`src/rtl/core/nmsf_pkg.sv`:
```
// nmsf_pkg: opcodes, character codes and the hex digit helper for the nmea sentence framer
// no dependencies; compiled first
package nmsf_pkg;

    typedef logic [7:0] t_byte;
    typedef logic [1:0] t_opcode;

    localparam t_opcode OP_PUSH  = 2'd0;
    localparam t_opcode OP_READ  = 2'd1;
    localparam t_opcode OP_CLEAR = 2'd2;

    localparam t_byte CH_DOLLAR = 8'h24;
    localparam t_byte CH_STAR   = 8'h2A;
    localparam t_byte CH_NL     = 8'h0A;
    localparam t_byte CH_NUL    = 8'h00;

    // upper-case ascii hex digit of a nibble
    function automatic t_byte hex_ascii(input logic [3:0] v);
        t_byte r;
        if (v < 4'd10) begin
            r = 8'h30 + {4'h0, v};
        end else begin
            r = 8'h37 + {4'h0, v};
        end
        return r;
    endfunction

endpackage

```
`src/rtl/core/nmsf_if.sv`:
```
// nmsf_in_if / nmsf_out_if: valid/ready channels carrying commands and results
// depends on nmsf_pkg
interface nmsf_in_if;
    import nmsf_pkg::*;

    logic      valid;
    logic      ready;
    t_opcode   opcode;
    t_byte     data_byte;
    logic [6:0] read_index;

    modport source (output valid, opcode, data_byte, read_index, input ready);
    modport sink   (input valid, opcode, data_byte, read_index, output ready);
endinterface

interface nmsf_out_if;
    import nmsf_pkg::*;

    logic       valid;
    logic       ready;
    logic       frame_found;
    logic [6:0] frame_start;
    logic [7:0] frame_length;
    t_byte      read_data;

    modport source (output valid, frame_found, frame_start, frame_length, read_data,
                    input ready);
    modport sink   (input valid, frame_found, frame_start, frame_length, read_data,
                    output ready);
endinterface

```
`src/rtl/core/nmsf_ram.sv`:
```
// nmsf_ram: generic single write port, single read port ram with registered read
// no dependencies
module nmsf_ram #(
    parameter int WIDTH = 8,
    parameter int DEPTH = 128
) (
    input  logic                     i_clk,
    input  logic                     i_we,
    input  logic [$clog2(DEPTH)-1:0] i_waddr,
    input  logic [WIDTH-1:0]         i_wdata,
    input  logic                     i_re,
    input  logic [$clog2(DEPTH)-1:0] i_raddr,
    output logic [WIDTH-1:0]         o_rdata
);
    logic [WIDTH-1:0] r_mem [DEPTH];
    logic [WIDTH-1:0] r_rdata;

    always_ff @(posedge i_clk) begin
        if (i_we) begin
            r_mem[i_waddr] <= i_wdata;
        end
        if (i_re) begin
            r_rdata <= r_mem[i_raddr];
        end
    end

    assign o_rdata = r_rdata;
endmodule

```
`src/rtl/core/nmea_sentence_framer.sv`:
```
// nmea_sentence_framer: a read passes through S_RDWAIT to S_FINISH and a scanner reset goes
// straight to S_FINISH; a push rescans bytes through S_ITER and S_CHAR, walks the checksum in
// S_WCHK, checks the digits in S_D1 and S_D2 and moves bytes in S_MOVE when the store fills.
// one item is in work at a time, so a new item is taken only once the last result has left
// S_FINISH; every byte read goes through the single read port of the frame store. synchronous
// active-low reset clears the scanner; the store keeps its contents and needs no clearing pass.
module nmea_sentence_framer #(
    parameter int STORE_DEPTH = 128
) (
    input  logic        i_clk,
    input  logic        i_rst_n,
    nmsf_in_if.sink     i_in_ch,
    nmsf_out_if.source  o_out_ch
);
    import nmsf_pkg::*;

    localparam int AW = $clog2(STORE_DEPTH);
    localparam int CW = AW + 1;
    localparam logic [CW-1:0] DEPTH_C = CW'(STORE_DEPTH);

    localparam logic [3:0] S_IDLE   = 4'd0;
    localparam logic [3:0] S_ITER   = 4'd1;
    localparam logic [3:0] S_CHAR   = 4'd2;
    localparam logic [3:0] S_WCHK   = 4'd3;
    localparam logic [3:0] S_D1     = 4'd4;
    localparam logic [3:0] S_D2     = 4'd5;
    localparam logic [3:0] S_MOVE   = 4'd6;
    localparam logic [3:0] S_RDWAIT = 4'd7;
    localparam logic [3:0] S_FINISH = 4'd8;

    logic [3:0]    r_state, n_state;
    logic [CW-1:0] r_fill, n_fill;
    logic [CW-1:0] r_scan, n_scan;
    logic [AW-1:0] r_hdr, n_hdr;
    logic          r_inp, n_inp;
    logic          r_taken, n_taken;
    t_byte         r_byte, n_byte;
    logic [CW-1:0] r_k, n_k;
    logic [CW-1:0] r_len, n_len;
    t_byte         r_sum, n_sum;
    logic          r_ok, n_ok;
    logic [CW-1:0] r_mi, n_mi;
    logic          r_rd_sel, n_rd_sel;
    logic          r_fwd, n_fwd;
    t_byte         r_fwd_data, n_fwd_data;
    logic          r_res_found, n_res_found;
    logic [6:0]    r_res_start, n_res_start;
    logic [7:0]    r_res_len, n_res_len;
    t_byte         r_res_rdata, n_res_rdata;
    logic          r_out_valid, n_out_valid;
    logic          r_out_found, n_out_found;
    logic [6:0]    r_out_start, n_out_start;
    logic [7:0]    r_out_len, n_out_len;
    t_byte         r_out_rdata, n_out_rdata;

    logic          ram_we, ram_re;
    logic [AW-1:0] ram_waddr, ram_raddr;
    t_byte         ram_wdata, ram_rdata, rd_eff;

    logic [CW-1:0] c_fill, c_scan, len_c, k1;
    logic [AW-1:0] c_hdr;
    logic          c_inp, c_take, c_taken, c_busy;

    nmsf_ram #(.WIDTH(8), .DEPTH(STORE_DEPTH)) u_store (
        .i_clk   (i_clk),
        .i_we    (ram_we),
        .i_waddr (ram_waddr),
        .i_wdata (ram_wdata),
        .i_re    (ram_re),
        .i_raddr (ram_raddr),
        .o_rdata (ram_rdata)
    );

    // read issued in the same cycle as a write to that entry sees the new byte
    assign n_fwd      = ram_we && ram_re && (ram_waddr == ram_raddr);
    assign n_fwd_data = ram_wdata;
    assign rd_eff     = r_fwd ? r_fwd_data : ram_rdata;

    assign i_in_ch.ready         = (r_state == S_IDLE);
    assign o_out_ch.valid        = r_out_valid;
    assign o_out_ch.frame_found  = r_out_found;
    assign o_out_ch.frame_start  = r_out_start;
    assign o_out_ch.frame_length = r_out_len;
    assign o_out_ch.read_data    = r_out_rdata;

    always_comb begin
        n_state     = r_state;
        n_fill      = r_fill;
        n_scan      = r_scan;
        n_hdr       = r_hdr;
        n_inp       = r_inp;
        n_taken     = r_taken;
        n_byte      = r_byte;
        n_k         = r_k;
        n_len       = r_len;
        n_sum       = r_sum;
        n_ok        = r_ok;
        n_mi        = r_mi;
        n_rd_sel    = r_rd_sel;
        n_res_found = r_res_found;
        n_res_start = r_res_start;
        n_res_len   = r_res_len;
        n_res_rdata = r_res_rdata;
        n_out_valid = r_out_valid && !o_out_ch.ready;
        n_out_found = r_out_found;
        n_out_start = r_out_start;
        n_out_len   = r_out_len;
        n_out_rdata = r_out_rdata;
        ram_we      = 1'b0;
        ram_waddr   = '0;
        ram_wdata   = CH_NUL;
        ram_re      = 1'b0;
        ram_raddr   = '0;
        c_fill      = r_fill;
        c_scan      = r_scan;
        c_hdr       = r_hdr;
        c_inp       = r_inp;
        c_take      = 1'b0;
        c_taken     = r_taken;
        c_busy      = 1'b0;
        len_c       = '0;
        k1          = '0;

        case (r_state)
            S_IDLE: begin
                if (i_in_ch.valid) begin
                    n_res_found = 1'b0;
                    n_res_start = '0;
                    n_res_len   = '0;
                    n_res_rdata = CH_NUL;
                    n_byte      = i_in_ch.data_byte;
                    n_taken     = 1'b0;
                    case (i_in_ch.opcode)
                        OP_PUSH: begin
                            n_state = S_ITER;
                        end
                        OP_READ: begin
                            n_rd_sel = (int'(i_in_ch.read_index) < STORE_DEPTH);
                            ram_re    = 1'b1;
                            ram_raddr = AW'(i_in_ch.read_index);
                            n_state   = S_RDWAIT;
                        end
                        OP_CLEAR: begin
                            n_fill  = '0;
                            n_scan  = '0;
                            n_hdr   = '0;
                            n_inp   = 1'b0;
                            n_state = S_FINISH;
                        end
                        default: begin
                            n_state = S_FINISH;
                        end
                    endcase
                end
            end

            S_RDWAIT: begin
                n_res_rdata = r_rd_sel ? rd_eff : CH_NUL;
                n_state     = S_FINISH;
            end

            S_ITER: begin
                if (r_fill > DEPTH_C || r_scan > r_fill || {1'b0, r_hdr} >= DEPTH_C) begin
                    c_fill = '0;
                    c_scan = '0;
                    c_hdr  = '0;
                    c_inp  = 1'b0;
                end
                c_take = !r_taken && (c_scan == c_fill) && (c_fill < DEPTH_C);
                if (c_take) begin
                    ram_we    = 1'b1;
                    ram_waddr = c_scan[AW-1:0];
                    ram_wdata = r_byte;
                    c_fill    = c_fill + CW'(1);
                end
                c_taken = r_taken || c_take;

                if (!c_inp) begin
                    if (c_fill == DEPTH_C) begin
                        // full while hunting for a header: drop everything
                        c_scan = '0;
                        c_fill = '0;
                    end else if (c_scan >= c_fill) begin
                        c_fill = '0;
                        c_scan = '0;
                        c_hdr  = '0;
                    end else begin
                        ram_re    = 1'b1;
                        ram_raddr = c_scan[AW-1:0];
                        c_busy    = 1'b1;
                        n_state   = S_CHAR;
                    end
                end else begin
                    if (c_fill == DEPTH_C) begin
                        if (c_hdr == '0) begin
                            c_scan = CW'(1);
                            c_inp  = 1'b0;
                        end else if ({1'b0, c_hdr} > c_scan) begin
                            c_fill = '0;
                            c_scan = '0;
                            c_hdr  = '0;
                            c_inp  = 1'b0;
                        end else begin
                            // shift the open frame down to the start of the store
                            c_fill    = c_fill - {1'b0, c_hdr};
                            c_scan    = c_scan - {1'b0, c_hdr};
                            n_mi      = '0;
                            ram_re    = 1'b1;
                            ram_raddr = c_hdr;
                            c_busy    = 1'b1;
                            n_state   = S_MOVE;
                        end
                    end else if (c_scan >= c_fill || {1'b0, c_hdr} > c_scan) begin
                        c_fill = '0;
                        c_scan = '0;
                        c_hdr  = '0;
                        c_inp  = 1'b0;
                    end else begin
                        ram_re    = 1'b1;
                        ram_raddr = c_scan[AW-1:0];
                        c_busy    = 1'b1;
                        n_state   = S_CHAR;
                    end
                end

                n_fill  = c_fill;
                n_scan  = c_scan;
                n_hdr   = c_hdr;
                n_inp   = c_inp;
                n_taken = c_taken;
                if (!c_busy) begin
                    n_state = c_taken ? S_FINISH : S_ITER;
                end
            end

            S_CHAR: begin
                if (!r_inp) begin
                    if (rd_eff == CH_DOLLAR) begin
                        n_hdr = r_scan[AW-1:0];
                        n_inp = 1'b1;
                    end
                    n_scan  = r_scan + CW'(1);
                    n_state = r_taken ? S_FINISH : S_ITER;
                end else if (rd_eff != CH_NL) begin
                    n_scan  = r_scan + CW'(1);
                    n_state = r_taken ? S_FINISH : S_ITER;
                end else begin
                    // newline: scan stays on it while the checksum is walked
                    n_inp = 1'b0;
                    len_c = r_scan - {1'b0, r_hdr} + CW'(1);
                    n_len = len_c;
                    n_k   = CW'(1);
                    n_sum = CH_NUL;
                    if (len_c > CW'(1)) begin
                        ram_re    = 1'b1;
                        ram_raddr = r_hdr + AW'(1);
                        n_state   = S_WCHK;
                    end else begin
                        n_scan  = {1'b0, r_hdr} + CW'(1);
                        n_state = r_taken ? S_FINISH : S_ITER;
                    end
                end
            end

            S_WCHK: begin
                if (rd_eff == CH_STAR) begin
                    if (r_k + CW'(2) < r_len) begin
                        ram_re    = 1'b1;
                        ram_raddr = AW'({1'b0, r_hdr} + r_k + CW'(1));
                        n_state   = S_D1;
                    end else begin
                        n_scan  = {1'b0, r_hdr} + CW'(1);
                        n_state = r_taken ? S_FINISH : S_ITER;
                    end
                end else begin
                    n_sum = r_sum ^ rd_eff;
                    k1    = r_k + CW'(1);
                    n_k   = k1;
                    if (k1 < r_len) begin
                        ram_re    = 1'b1;
                        ram_raddr = AW'({1'b0, r_hdr} + k1);
                    end else begin
                        // no '*' before the newline
                        n_scan  = {1'b0, r_hdr} + CW'(1);
                        n_state = r_taken ? S_FINISH : S_ITER;
                    end
                end
            end

            S_D1: begin
                n_ok      = (rd_eff == hex_ascii(r_sum[7:4]));
                ram_re    = 1'b1;
                ram_raddr = AW'({1'b0, r_hdr} + r_k + CW'(2));
                n_state   = S_D2;
            end

            S_D2: begin
                if (r_ok && rd_eff == hex_ascii(r_sum[3:0])) begin
                    ram_we      = 1'b1;
                    ram_waddr   = r_scan[AW-1:0];
                    ram_wdata   = CH_NUL;
                    n_res_found = 1'b1;
                    n_res_start = 7'(r_hdr);
                    n_res_len   = 8'(r_len);
                end else begin
                    n_scan = {1'b0, r_hdr} + CW'(1);
                end
                n_state = r_taken ? S_FINISH : S_ITER;
            end

            S_MOVE: begin
                ram_we    = 1'b1;
                ram_waddr = r_mi[AW-1:0];
                ram_wdata = rd_eff;
                k1        = r_mi + CW'(1);
                if (k1 < r_fill) begin
                    ram_re    = 1'b1;
                    ram_raddr = AW'({1'b0, r_hdr} + k1);
                    n_mi      = k1;
                end else begin
                    n_hdr   = '0;
                    n_state = r_taken ? S_FINISH : S_ITER;
                end
            end

            S_FINISH: begin
                if (!r_out_valid || o_out_ch.ready) begin
                    n_out_valid = 1'b1;
                    n_out_found = r_res_found;
                    n_out_start = r_res_start;
                    n_out_len   = r_res_len;
                    n_out_rdata = r_res_rdata;
                    n_state     = S_IDLE;
                end
            end

            default: begin
                n_state = S_IDLE;
            end
        endcase
    end

    always_ff @(posedge i_clk) begin
        if (!i_rst_n) begin
            r_state     <= S_IDLE;
            r_fill      <= '0;
            r_scan      <= '0;
            r_hdr       <= '0;
            r_inp       <= 1'b0;
            r_taken     <= 1'b0;
            r_fwd       <= 1'b0;
            r_out_valid <= 1'b0;
        end else begin
            r_state     <= n_state;
            r_fill      <= n_fill;
            r_scan      <= n_scan;
            r_hdr       <= n_hdr;
            r_inp       <= n_inp;
            r_taken     <= n_taken;
            r_fwd       <= n_fwd;
            r_out_valid <= n_out_valid;
        end
    end

    always_ff @(posedge i_clk) begin
        r_byte      <= n_byte;
        r_k         <= n_k;
        r_len       <= n_len;
        r_sum       <= n_sum;
        r_ok        <= n_ok;
        r_mi        <= n_mi;
        r_rd_sel    <= n_rd_sel;
        r_fwd_data  <= n_fwd_data;
        r_res_found <= n_res_found;
        r_res_start <= n_res_start;
        r_res_len   <= n_res_len;
        r_res_rdata <= n_res_rdata;
        r_out_found <= n_out_found;
        r_out_start <= n_out_start;
        r_out_len   <= n_out_len;
        r_out_rdata <= n_out_rdata;
    end
endmodule

```
`src/flat_wrapper.sv`:
```
// flat-port wrapper written by rule: the top's interface ports become plain ports
module nmea_sentence_framer_flat import nmsf_pkg::*;
#(
    parameter int STORE_DEPTH = 128
)
  (i_clk, i_rst_n, i_in_ch_valid, i_in_ch_opcode, i_in_ch_data_byte, i_in_ch_read_index, i_in_ch_ready, o_out_ch_valid, o_out_ch_frame_found, o_out_ch_frame_start, o_out_ch_frame_length, o_out_ch_read_data, o_out_ch_ready);
  nmsf_in_if i_in_ch_i ();
  nmsf_out_if o_out_ch_i ();
  input  logic i_clk;
  input  logic i_rst_n;
  input wire logic [$bits(i_in_ch_i.valid)-1:0] i_in_ch_valid;
  input wire logic [$bits(i_in_ch_i.opcode)-1:0] i_in_ch_opcode;
  input wire logic [$bits(i_in_ch_i.data_byte)-1:0] i_in_ch_data_byte;
  input wire logic [$bits(i_in_ch_i.read_index)-1:0] i_in_ch_read_index;
  output wire logic [$bits(i_in_ch_i.ready)-1:0] i_in_ch_ready;
  output wire logic [$bits(o_out_ch_i.valid)-1:0] o_out_ch_valid;
  output wire logic [$bits(o_out_ch_i.frame_found)-1:0] o_out_ch_frame_found;
  output wire logic [$bits(o_out_ch_i.frame_start)-1:0] o_out_ch_frame_start;
  output wire logic [$bits(o_out_ch_i.frame_length)-1:0] o_out_ch_frame_length;
  output wire logic [$bits(o_out_ch_i.read_data)-1:0] o_out_ch_read_data;
  input wire logic [$bits(o_out_ch_i.ready)-1:0] o_out_ch_ready;
  assign i_in_ch_i.valid = i_in_ch_valid;
  assign i_in_ch_i.opcode = i_in_ch_opcode;
  assign i_in_ch_i.data_byte = i_in_ch_data_byte;
  assign i_in_ch_i.read_index = i_in_ch_read_index;
  assign i_in_ch_ready = i_in_ch_i.ready;
  assign o_out_ch_valid = o_out_ch_i.valid;
  assign o_out_ch_frame_found = o_out_ch_i.frame_found;
  assign o_out_ch_frame_start = o_out_ch_i.frame_start;
  assign o_out_ch_frame_length = o_out_ch_i.frame_length;
  assign o_out_ch_read_data = o_out_ch_i.read_data;
  assign o_out_ch_i.ready = o_out_ch_ready;
  nmea_sentence_framer #(.STORE_DEPTH(STORE_DEPTH)) u_core (.i_clk(i_clk), .i_rst_n(i_rst_n), .i_in_ch(i_in_ch_i), .o_out_ch(o_out_ch_i));
endmodule
```
`config.mk`:
```
export PLATFORM = sky130hd
export DESIGN_NAME = nmea_sentence_framer_flat
export DESIGN_NICKNAME = d
export VERILOG_FILES = /design/src/rtl/core/nmsf_pkg.sv /design/src/rtl/core/nmsf_if.sv /design/src/rtl/core/nmsf_ram.sv /design/src/rtl/core/nmea_sentence_framer.sv /design/src/flat_wrapper.sv
export SDC_FILE = /design/constraint.sdc
export NUM_CORES = 2
export LEC_CHECK = 0
export ABC_AREA = 1
export BUFFER_PORTS_ARGS = -buffer_cell sky130_fd_sc_hd__buf_4
export CAP_MARGIN = 20
export CELL_PAD_IN_SITES_DETAIL_PLACEMENT = 0
export CELL_PAD_IN_SITES_GLOBAL_PLACEMENT = 1
export CORE_UTILIZATION = 46
export DETAILED_ROUTE_END_ITERATION = 8
export GPL_ROUTABILITY_DRIVEN = 0
export GPL_TIMING_DRIVEN = 0
export PLACE_DENSITY = 0.83
export SETUP_SLACK_MARGIN = 0.1
export SYNTH_ARGS = -nofsm -noshare
export SYNTH_HDL_FRONTEND = slang
export SYNTH_HIERARCHICAL = 1
export SYNTH_SLANG_ARGS = --single-unit
```
`constraint.sdc`:
```
create_clock -name i_clk -period 7.8 [get_ports i_clk]
set_clock_uncertainty 0.1 [all_clocks]
set_input_delay 1.17 -clock i_clk [delete_from_list [all_inputs] [get_ports i_clk]]
set_output_delay 1.17 -clock i_clk [all_outputs]
set_load 0.005 [all_outputs]
```
==> impl_metrics.toml <==
[yosys]
avgSynthCellArea_sq_um = 10.72
syn_nets = 5024
dominant_cell_type_by_area_after_synthesis = "edfxtp_1"
synthDominantCellAreaShare = 0.6399
synth.lib_cells_used.distinct = 69
synth.ff_latch_count = 1160
cell_types_with_the_largest_area_share_after_synthesis = "edfxtp_1 (64%), nand2_1 (10%), nand3_1 (9.5%), ha_1 (2.1%), nor2_1 (2.0%)"
yosys_warning_count = 6
yosysSeqAreaShare = 0.6547
synth-edff-count = 1121
ys_async_sr_fraction = 0
ys.flop_type = "edfxtp_1"
synth.cell_area_sq_mm = 0.05261
syn-instance-count = 4907

[critical_path]
slowest_delay_ns = 0.48
critical_path.slowest_cell = "fa_1"
critical_path.startpoint_type = "flip-flop"
worstSetupEndpointType = "flip-flop"
r2r_slack_ns = 0.50
reg2reg_end = "u_core/u_store/o_rdata[3]$_DFFE_PP_"
setup.worst_path.class = "reg2reg"
timing.critical_path.arrival_ns = 7.62
worstRegToRegCells = 36
cp-endpoint = "u_core/u_store/o_rdata[3]$_DFFE_PP_"
critical-path-top-cell-by-count = "nand2_1"
critical_path_required_ns = 8.12
crit-reg2reg-launch = "u_core/r_fill[7]$_SDFFE_PN0P_"
critical_path_peak_fanout = 10
crit_path_start = "u_core/r_fill[7]$_SDFFE_PN0P_"

[global_route]
global_route.usage.total = 0.2753
number_of_global_route_vias_before_repair = 36310
grt_antenna_before_repair = 6
maximum_number_of_pins_on_one_net_before_global_route_repair = 34
grt_first_pass_wirelength_um = 234100
grt_ovf = 0

[floorplanning]
start_util = 0.4657
boundaryPins = 47
die_area_sq_mm = 0.1157
design.core.area_sq_mm = 0.1130
chipWidth_um = 340.2
die_height_um = 340.2
rows = 123

[place]
dp_hpwl_um = 117400
placedCellCount = 6503
post_dp_cell_area_sq_mm = 0.05595
buffer_ports.inserted = 46

[layout]
seq_area_sq_mm = 0.03444
flow.area_growth_from_synthesis_pct = 13.75
design.final.nets = 5244
drive_above_1_share = 0.1085
multi_input_comb_area_sq_mm = 0.01578
layoutNonFillerInstCount = 6729
mostFrequentLayoutCells = "nand2_1 (1429), edfxtp_1 (1121), nand3_1 (995), nor2_1 (275), inv_1 (221)"
commonest_non_fill_non_tap_cell_in_the_layout = "nand2_1"
layout.filler_cells = 9728
final_core_utilization = 0.5298
layout.cell_area.non_filler_sq_mm = 0.05984

[sta]
slew_viol_final = 0
report.final.hold_viol_count = 0
post_route_fraction_of_the_period_consumed_by_the_critical_path = 0.9358
grt_setup_unrepaired = "false"
fin_setup_tns_ns = 0
fmax_mhz = 137.0
timing.slew.headroom = 0.1700
tightestPinTransition_ns = 1.245
period_minus_slack_ns = 7.299
final-setup-viol-count = 0

[clock_network]
cts.clk_slew.worst_paths_ns = 0.06
clock_latency_ns = 0.74
cts_made_buffers = 115
tritoncts = "yes"
clock_tree.root_cell = "clkbuf_16"
htree_num_levels = 3
cts_max_path_buffers = 3
cts.sinks = 1160

[power_and_ir_drop]
report.power.total_uw = 19860
pwr_density_cell_mw_per_mm2 = 331.9
power.ir.vdd_worst_mv = 0.2265
power_leakage_uw = 0.02245

[routing]
first_pass_drt_iterations = 6
drtIter0Drc = 5077
wire_per_inst_um = 23.93
post-route-drc-count = 0
drtAntennaViolNets = 0
drt-vias-per-instance = 5.767
drt_wirelength_um = 161100
detailroute.via_count = 38800

[outcome]
run_status = "completed"

[job]
max-cap-violations = 0

[hold_path]
hp-class = "reg2reg"
worst min path at each step:
stage,start,to,slack (ns),depth (start not counted)
floorplan,u_core/r_res_found$_DFFE_PP_,u_core/o_out_ch.frame_found$_DFFE_PP_,0.30,0
global placement,u_core/r_res_found$_DFFE_PP_,u_core/o_out_ch.frame_found$_DFFE_PP_,0.30,0
detailed placement,u_core/r_res_rdata[0]$_SDFFCE_PN0P_,u_core/o_out_ch.read_data[0]$_DFFE_PP_,0.30,0
CTS,u_core/r_res_start[4]$_SDFFCE_PN0P_,u_core/o_out_ch.frame_start[4]$_DFFE_PP_,0.32,0
global route,u_core/r_res_start[4]$_SDFFCE_PN0P_,u_core/o_out_ch.frame_start[4]$_DFFE_PP_,0.32,0
finish,u_core/r_res_start[4]$_SDFFCE_PN0P_,u_core/o_out_ch.frame_start[4]$_DFFE_PP_,0.32,0
final cells by class:
cell class                 instances  area share
antenna                            3   0.0001255
buffer                           251     0.02649
clock buffer                     153     0.05204
clock inverter                    63     0.01127
inverter                         246     0.01560
multi-input combinational       3249      0.2637
sequential                      1160      0.5756
tap                             1500     0.03136
timing repair buffer             104     0.02379
per-layer routing:
metal	global-route usage	share of wire	vias up
met5	0	0.00032	-
met4	0.1247	0.049	8
met3	0.06105	0.12	390
met2	0.4109	0.43	2220
met1	0.3854	0.40	18580
li1	-	-	17610
critical path: cells and delay by family (launching register included):
kind | cells | cell delay (ns)
flops | 1 | 0.43
buf+inv | 9 | 1.88
compound gates | 3 | 0.72
simple gates | 22 | 3.05
fa+ha+maj | 2 | 0.82
stage by stage:
step,hold slack (ns),setup WS (ns)
global placement,0.3006,-9.423
global route,0.3192,0.08478
floorplan,0.3003,0.1167
detailed placement,0.3045,-0.3212
CTS,0.3180,0.2555
finish,0.3176,0.5006
logic make-up after synthesis:
kind of cell,share of synthesized area
and+or+nand+nor,0.2356
DFF,0.6547
buffers and inverters,0.04757
AOI/OAI and AO/OA,0.02944
adders and majority gates,0.02369
xor gates and xnor gates,0.008967
flip-flops by register name, indices dropped and copies added, names as in the netlist, 4 cells and up:
name,count
u_core/r_k,8
u_core/r_sum,8
u_core/u_store/r_mem,1024
u_core/r_mi,8
u_core/r_fill,8
u_core/o_out_ch.frame_start,7
u_core/u_store/o_rdata,8
u_core/r_scan,8
u_core/r_res_rdata,8
u_core/r_byte,8
u_core/r_fwd_data,8
u_core/r_res_len,8
u_core/o_out_ch.read_data,8
u_core/r_state,4
u_core/r_hdr,7
u_core/r_res_start,7
u_core/r_len,8
u_core/o_out_ch.frame_length,8
synth_stat cells (8+ instances only):
cell,number
buf_1,18
nor2_4,8
edfxtp_1,1121
o22ai_1,15
xnor2_1,8
nand4_1,37
nor4_1,8
a211oi_1,10
clkbuf_1,43
or2_2,10
buf_2,120
nand2_2,11
a21oi_1,91
dfxtp_1,39
inv_1,221
o21ai_0,70
ha_1,90
inv_2,18
buf_4,17
nand3_1,995
nor3_1,38
nor2_1,275
buf_6,53
o21ai_1,13
nand2_1,1429
xor2_1,44
a221oi_1,10
power breakdown:
part,internal [uW],switching [uW]
clock,3180,2350
sequential,7510,106
combinational,1870,4840
total,12600,7300
repair_timing:
action	in CTS	in global routing
setup endpoints to repair	8	8
hold buffers	0	0
gates resized for setup	3	11
pin swaps	0	1
buffers inserted	0	1
endpoints found under the hold margin	0	0
Power figures use the tool's default switching activity.
